<file path="src/hdl/ftks_pkg.sv">
`timescale 1ns / 1ps
package ftks_pkg;

  localparam int TOP_ENTRIES_DEF = 8;
  localparam int NUM_TENANTS_DEF = 64;
  localparam int SLOT_W          = 6;

  typedef enum logic [1:0] {
    OC_INSERT   = 2'd0,
    OC_MERGE    = 2'd1,
    OC_REPLACE  = 2'd2,
    OC_NOT_KEPT = 2'd3
  } outcome_t;

  typedef enum logic [1:0] {
    ST_IDLE,
    ST_READ,
    ST_SCAN,
    ST_POST
  } state_t;

  typedef struct packed {
    logic [31:0] src_addr;
    logic [31:0] dst_addr;
    logic [15:0] sport;
    logic [15:0] dport;
    logic [7:0]  proto;
    logic [7:0]  tenant;
    logic [15:0] packet_count;
    logic [23:0] byte_count;
  } rec_t;

  typedef struct packed {
    logic        accepted;
    logic [63:0] tenant_packet_total;
    logic [63:0] tenant_byte_total;
    outcome_t    flow_outcome;
    logic [5:0]  flow_slot;
    logic [63:0] flow_slot_packets;
    outcome_t    tenant_outcome;
    logic [5:0]  tenant_slot;
  } res_t;

  typedef struct packed {
    logic              found;
    outcome_t          outcome;
    logic [SLOT_W-1:0] slot;
    logic [63:0]       slot_pk;
    logic [63:0]       min_pk;
    logic [SLOT_W-1:0] min_slot;
  } search_t;

  typedef struct packed {
    logic        valid;
    logic [63:0] fkey_a;
    logic [39:0] fkey_b;
    logic [7:0]  tid;
    logic [15:0] packets;
    logic [23:0] bytes;
    search_t     f;
    search_t     t;
  } probe_t;

  typedef struct packed {
    logic              fvalid;
    logic [SLOT_W-1:0] fslot;
    logic              tvalid;
    logic [SLOT_W-1:0] tslot;
    logic [63:0]       fkey_a;
    logic [39:0]       fkey_b;
    logic [7:0]        tid;
    logic [15:0]       packets;
    logic [23:0]       bytes;
  } repl_t;

  function automatic search_t search_step(input search_t s, input logic empty,
                                          input logic match, input logic [63:0] pk,
                                          input logic [15:0] packets,
                                          input logic [SLOT_W-1:0] idx);
    search_t r;
    r = s;
    if (!s.found) begin
      if (empty) begin
        r.found   = 1'b1;
        r.outcome = OC_INSERT;
        r.slot    = idx;
        r.slot_pk = 64'(packets);
      end else if (match) begin
        r.found   = 1'b1;
        r.outcome = OC_MERGE;
        r.slot    = idx;
        r.slot_pk = pk + 64'(packets);
      end else if (idx == '0 || pk < s.min_pk) begin
        r.min_pk   = pk;
        r.min_slot = idx;
      end
    end
    return r;
  endfunction

endpackage

</file>
<file path="src/hdl/ftks_cell.sv">
`timescale 1ns / 1ps
module ftks_cell
  import ftks_pkg::*;
#(
  parameter int IDX = 0
) (
  input  logic   clk,
  input  logic   rst,
  input  probe_t probe_in,
  input  repl_t  repl,
  output probe_t probe_out
);

  logic [63:0] fkey_a;
  logic [39:0] fkey_b;
  logic [63:0] fpk;
  logic [63:0] fby;
  logic [7:0]  tkey;
  logic [63:0] tpk;
  logic [63:0] tby;

  search_t f_s;
  search_t t_s;
  logic    f_hit;
  logic    t_hit;

  always_comb begin
    f_s = search_step(probe_in.f, fpk == '0,
                      fkey_a == probe_in.fkey_a && fkey_b == probe_in.fkey_b,
                      fpk, probe_in.packets, SLOT_W'(IDX));
    t_s = search_step(probe_in.t, tpk == '0, tkey == probe_in.tid,
                      tpk, probe_in.packets, SLOT_W'(IDX));
    f_hit = probe_in.valid && f_s.found && !probe_in.f.found;
    t_hit = probe_in.valid && t_s.found && !probe_in.t.found;
  end

  always_ff @(posedge clk) begin
    if (rst) begin
      fkey_a <= '0;
      fkey_b <= '0;
      fpk    <= '0;
      fby    <= '0;
    end else if (repl.fvalid && repl.fslot == SLOT_W'(IDX)) begin
      fkey_a <= repl.fkey_a;
      fkey_b <= repl.fkey_b;
      fpk    <= 64'(repl.packets);
      fby    <= 64'(repl.bytes);
    end else if (f_hit) begin
      if (f_s.outcome == OC_MERGE) begin
        fpk <= fpk + 64'(probe_in.packets);
        fby <= fby + 64'(probe_in.bytes);
      end else begin
        fkey_a <= probe_in.fkey_a;
        fkey_b <= probe_in.fkey_b;
        fpk    <= 64'(probe_in.packets);
        fby    <= 64'(probe_in.bytes);
      end
    end
  end

  always_ff @(posedge clk) begin
    if (rst) begin
      tkey <= '0;
      tpk  <= '0;
      tby  <= '0;
    end else if (repl.tvalid && repl.tslot == SLOT_W'(IDX)) begin
      tkey <= repl.tid;
      tpk  <= 64'(repl.packets);
      tby  <= 64'(repl.bytes);
    end else if (t_hit) begin
      if (t_s.outcome == OC_MERGE) begin
        tpk <= tpk + 64'(probe_in.packets);
        tby <= tby + 64'(probe_in.bytes);
      end else begin
        tkey <= probe_in.tid;
        tpk  <= 64'(probe_in.packets);
        tby  <= 64'(probe_in.bytes);
      end
    end
  end

  always_ff @(posedge clk) begin
    if (rst) begin
      probe_out.valid <= 1'b0;
    end else begin
      probe_out.valid <= probe_in.valid;
    end
    probe_out.fkey_a  <= probe_in.fkey_a;
    probe_out.fkey_b  <= probe_in.fkey_b;
    probe_out.tid     <= probe_in.tid;
    probe_out.packets <= probe_in.packets;
    probe_out.bytes   <= probe_in.bytes;
    probe_out.f       <= f_s;
    probe_out.t       <= t_s;
  end

endmodule

</file>
<file path="config.mk">
export PLATFORM = sky130hd
export DESIGN_NAME = ftks_cell
export DESIGN_NICKNAME = d
export VERILOG_FILES = /design/src/hdl/ftks_pkg.sv /design/src/hdl/ftks_cell.sv
export SDC_FILE = /design/constraint.sdc
export NUM_CORES = 1
export LEC_CHECK = 0
export BUFFER_PORTS_ARGS = -buffer_cell sky130_fd_sc_hd__buf_2
export CORE_AREA = 2 2 408 410
export CTS_CLUSTER_SIZE = 24
export DETAILED_ROUTE_END_ITERATION = 6
export DIE_AREA = 0 0 410 412
export GPL_TIMING_DRIVEN = 0
export SLEW_MARGIN = 0
export SYNTH_ARGS = -nofsm -noshare
export SYNTH_HDL_FRONTEND = slang
export SYNTH_SLANG_ARGS = --single-unit
export TNS_END_PERCENT = 1
</file>
<file path="constraint.sdc">
create_clock -name clk -period 3.7 [get_ports clk]
set_clock_uncertainty 0.15 [all_clocks]
set_input_delay 0.555 -clock clk [delete_from_list [all_inputs] [get_ports clk]]
set_output_delay 0.555 -clock clk [all_outputs]
set_load 0.01 [all_outputs]
</file>
==> impl_summary.txt <==
----------------------------------------------------
[Run status]
  Run status ... complete, but fails checks
  Violations in the final reports ... negative setup slack

[Yosys]
  Share of flip-flops with an asynchronous set or reset ... 0
  Post-synthesis sequential area ratio ... 0.4904
  Number of nets produced by synthesis ... 3668
  Number of distinct library cell variants in the gate-level netlist after synthesis ... 69
  Synthesized cell area ... around 0.028 sq mm
  Avg Synthesized Cell Area ... approximately 9.2 sq um
  Warnings from Yosys ... 0
  Flip-flop and latch count after synthesis ... between 600 and 700
  Mapped Cells ... ~3000
  Most used flip-flop cell after synthesis ... sky130_fd_sc_hd__dfxtp_1
  Count of flip-flops with a built-in enable after synthesis ... 0

[Floorplan]
  Chip width ... about 400 um
  Initial core utilization ... 0.1688
  Row count ... approximately 150
  I/O pin total ... between 1000 and 1500
  Core Footprint ... ~0.16 sq mm
  Full die area ... 0.1689 sq mm
  DIE HEIGHT ... slightly above 400 um

[Critical path]
  Crit path largest cell delay ... 570 ps
  Worst-path fanout max ... 10
  Family with the most delay on the worst path ... simple AND/OR/NAND/NOR gates
  Category of the worst setup path launch point ... input port
  Arrival time at the worst endpoint ... 4220 ps
  Number of buffers and inverters on the critical path ... 4
  Critical path capture point type ... register
  Master of the slowest instance on the critical path ... sky130_fd_sc_hd__dlygate4sd3_1
  Category of the most critical setup path ... in2reg
  Critical path, cell by cell ... dlygate4sd3_1 -> buf_2 -> xor2_2 -> nor4_4 -> nand4_1 -> nor3_4 -> and2_1 -> o21ai_1 -> clkbuf_2 -> clkbuf_1 -> nand2_1 -> o21ai_0
  CP required ... 4030 ps

[STA]
  Final Critical Period ... roughly 4000 ps
  Worst hold slack after final layout ... 3.679 ps
  Number of failing hold endpoints at the final stage ... 0
  Share of the clock period used by the worst path after layout ... 1.051
  Slew Viols, Final ... 0
  Final number of setup-violating endpoints ... 32
  Slew @ Worst Pin ... 1234 ps
  Maximum clock frequency ... ~260 MHz
  Relative max-transition margin ... 0.1773
  Unrepaired setup endpoints after global routing ... yes
  Final critical-path setup slack ... -189.3 ps

[Layout]
  NumNets Final ... around 5300
  Fraction of final layout cells with drive strength greater than 1 ... 0.3083
  Area overhead of the layout relative to synthesis ... 60.47%

[Drt]
  Violation count after the first detailed-route iteration ... 2833
  Number of design rule violations left after detail routing ... 0
  Total length of routed wires ... around 180000 um
  Remaining antenna violation count ... 0
  Total vias in the final route ... between 30000 and 40000
  Final routed wire length divided by cell count ... about 26 um
  First-pass iteration count of the detailed router ... 6
  Routed via count divided by cell count ... between 4 and 5

[Global route]
  Vias in the first global route ... between 30000 and 40000
  Maximum number of pins on one net before global-route repair ... 14
  Global-route wire length before repair ... 236600 um
  Total overflow reported by the global router ... 0
  Overall Global Routing Usage ... 0.2002
  Antenna violations before repair ... 58

[Min path]
  Type of the tightest min-delay check ... in2reg

[Clock tree]
  CTS tree ... yes
  Deepest clock path buffer count ... 3
  Source-to-sink clock delay at the later pin of the worst-skew pair ... approximately 750 ps
  Count of H-tree levels built during CTS ... 3
  Clock tree root driver cell ... sky130_fd_sc_hd__clkbuf_16
  Sinks on the clock net ... slightly below 700
  Number of buffers added by the clock tree synthesis step ... 83
  Reg clk slew, reported paths ... 60 ps

[Place]
  DPL Wire Length ... around 140000 um
  Number of buffer cells added on primary ports ... approximately 1000
  Dpl ws ... -1600 ps
  Weighted congestion at the end of routability-driven global placement ... ~0.96

[Flow run]
  Max capacitance violation total ... 0

[Power]
  Power density over the cells ... 788.3 mW/mm^2
  Leakage power ... approximately 19 nW
  Final Power ... about 35 mW
  Worst IR Drop VDD ... 586.4 uV

----------------------------------------------------
[worst paths after layout]
check	endpoint	cells past startpoint	slack, ps	start
min	probe_out[310]	1	4	probe_in[310]
max reg2reg	probe_out[129]	9	-60	tpk[7]
min reg2reg	fkey_a[29]	2	360	fkey_a[29]
max	probe_out[254]	12	-190	probe_in[418]
[logic make-up (layout without fill, tap and decap cells)]
family                   after synthesis  after routing  synth area share
AO/OA/AOI/OAI                        658            658            0.1504
XOR/XNOR                             232            232           0.07331
adder cells (fa/ha/maj)               34             34           0.01589
buffers and inverters                253           1952           0.03643
flip-flops                           679            679            0.4904
multiplexers                         154            154           0.06143
other                                  0             42                 0
AND/OR/NAND/NOR                     1017           1017            0.1721
[per-stage QoR]
stage	instances	util	instance area, sq um	TNS, ps
global placement	6236	0.2165	35560	-493590
global route	6937	0.2705	44430	-4319
detailed placement	6239	0.2169	35620	-368260
floorplan	3027	-	27720	0
CTS	6914	0.2692	44210	-531.7
finish	6957	0.2708	44480	-1537
[layout by cell type, fill, tap and decap left out, types with 10 or more instances in the layout]
master	Yosys	layout
sky130_fd_sc_hd__buf_2	14	1034
sky130_fd_sc_hd__dfxtp_1	679	673
sky130_fd_sc_hd__dlygate4sd3_1	0	520
sky130_fd_sc_hd__nand2_1	444	441
sky130_fd_sc_hd__o21ai_0	229	213
sky130_fd_sc_hd__nor2_1	191	186
sky130_fd_sc_hd__xor2_1	143	136
sky130_fd_sc_hd__clkbuf_1	162	132
sky130_fd_sc_hd__mux2_2	129	129
sky130_fd_sc_hd__a21oi_1	128	125
sky130_fd_sc_hd__a311oi_1	104	104
sky130_fd_sc_hd__xnor2_1	89	88
sky130_fd_sc_hd__clkbuf_16	0	83
sky130_fd_sc_hd__nand3_1	67	66
sky130_fd_sc_hd__inv_1	59	59
sky130_fd_sc_hd__nor4_1	72	50
sky130_fd_sc_hd__nand4_1	44	44
sky130_fd_sc_hd__diode_2	0	42
sky130_fd_sc_hd__clkbuf_2	0	36
sky130_fd_sc_hd__or3_1	36	36
sky130_fd_sc_hd__and2_1	32	32
sky130_fd_sc_hd__ha_1	32	31
sky130_fd_sc_hd__a31oi_1	31	30
sky130_fd_sc_hd__nor3_1	37	29
sky130_fd_sc_hd__and3_1	27	27
sky130_fd_sc_hd__mux2i_1	25	25
sky130_fd_sc_hd__o31ai_1	27	25
sky130_fd_sc_hd__a21o_1	22	22
sky130_fd_sc_hd__o21ai_1	14	21
sky130_fd_sc_hd__nor4_2	3	17
sky130_fd_sc_hd__a22oi_1	16	16
sky130_fd_sc_hd__o211ai_1	15	15
sky130_fd_sc_hd__nor2b_1	15	15
sky130_fd_sc_hd__o31a_1	14	14
sky130_fd_sc_hd__clkinv_2	0	14
sky130_fd_sc_hd__o22ai_1	14	12
sky130_fd_sc_hd__bufinv_16	0	12
sky130_fd_sc_hd__and4_1	11	11
sky130_fd_sc_hd__clkbuf_8	0	11
sky130_fd_sc_hd__nor4_4	2	10
[registers in the layout, indices dropped and copies added, names as in the netlist]
name / flops
fkey_a: 64
fkey_b: 40
fpk: 64
probe_out: 439
tkey: 8
tpk: 64
[metal layers]
layer / track usage / vias to the layer above / wire length (um)
li1: - / 14019 / -
met1: 0.2353 / 15061 / 68230
met2: 0.3464 / 1701 / 86620
met3: 0.03765 / 337 / 13440
met4: 0.1019 / 8 / 9198
met5: 0 / - / 46
[power by group]
| part | internal (mW) | switching [mW] |
|---|---|---|
| logic | 5.41 | 9.73 |
| registers | 9.69 | 1.20 |
| clock network | 5.26 | 3.77 |
[synthesized netlist by cell type (36+ instances only)]
master                     number  area, sq um
sky130_fd_sc_hd__a21oi_1      128        640.6
sky130_fd_sc_hd__a311oi_1     104        910.9
sky130_fd_sc_hd__clkbuf_1     162        608.1
sky130_fd_sc_hd__dfxtp_1      679        13590
sky130_fd_sc_hd__inv_1         59        221.5
sky130_fd_sc_hd__mux2_2       129         1453
sky130_fd_sc_hd__nand2_1      444         1667
sky130_fd_sc_hd__nand3_1       67        335.3
sky130_fd_sc_hd__nand4_1       44        275.3
sky130_fd_sc_hd__nor2_1       191        716.9
sky130_fd_sc_hd__nor3_1        37        185.2
sky130_fd_sc_hd__nor4_1        72        450.4
sky130_fd_sc_hd__o21ai_0      229         1146
sky130_fd_sc_hd__or3_1         36        225.2
sky130_fd_sc_hd__xnor2_1       89        779.5
sky130_fd_sc_hd__xor2_1       143         1252
[cell type report]
class	count	area, sq um
fill	17343	119800
timing repair buffer	1547	10390
buffer	191	858.3
tap	2189	2739
multi-input combinational	2095	13600
sequential	679	13600
clock buffer	104	2266
antenna	42	105.1
inverter	61	234.0
clock inverter	49	688.2
[repair_timing]
action	in CTS	in global routing
gates resized for setup	111	53
pin swaps	7	2
hold buffers	520	0
setup endpoints to repair	395	257
hold endpoints to repair	526	0
setup buffers	3	1
Power figures use the tool's default switching activity.
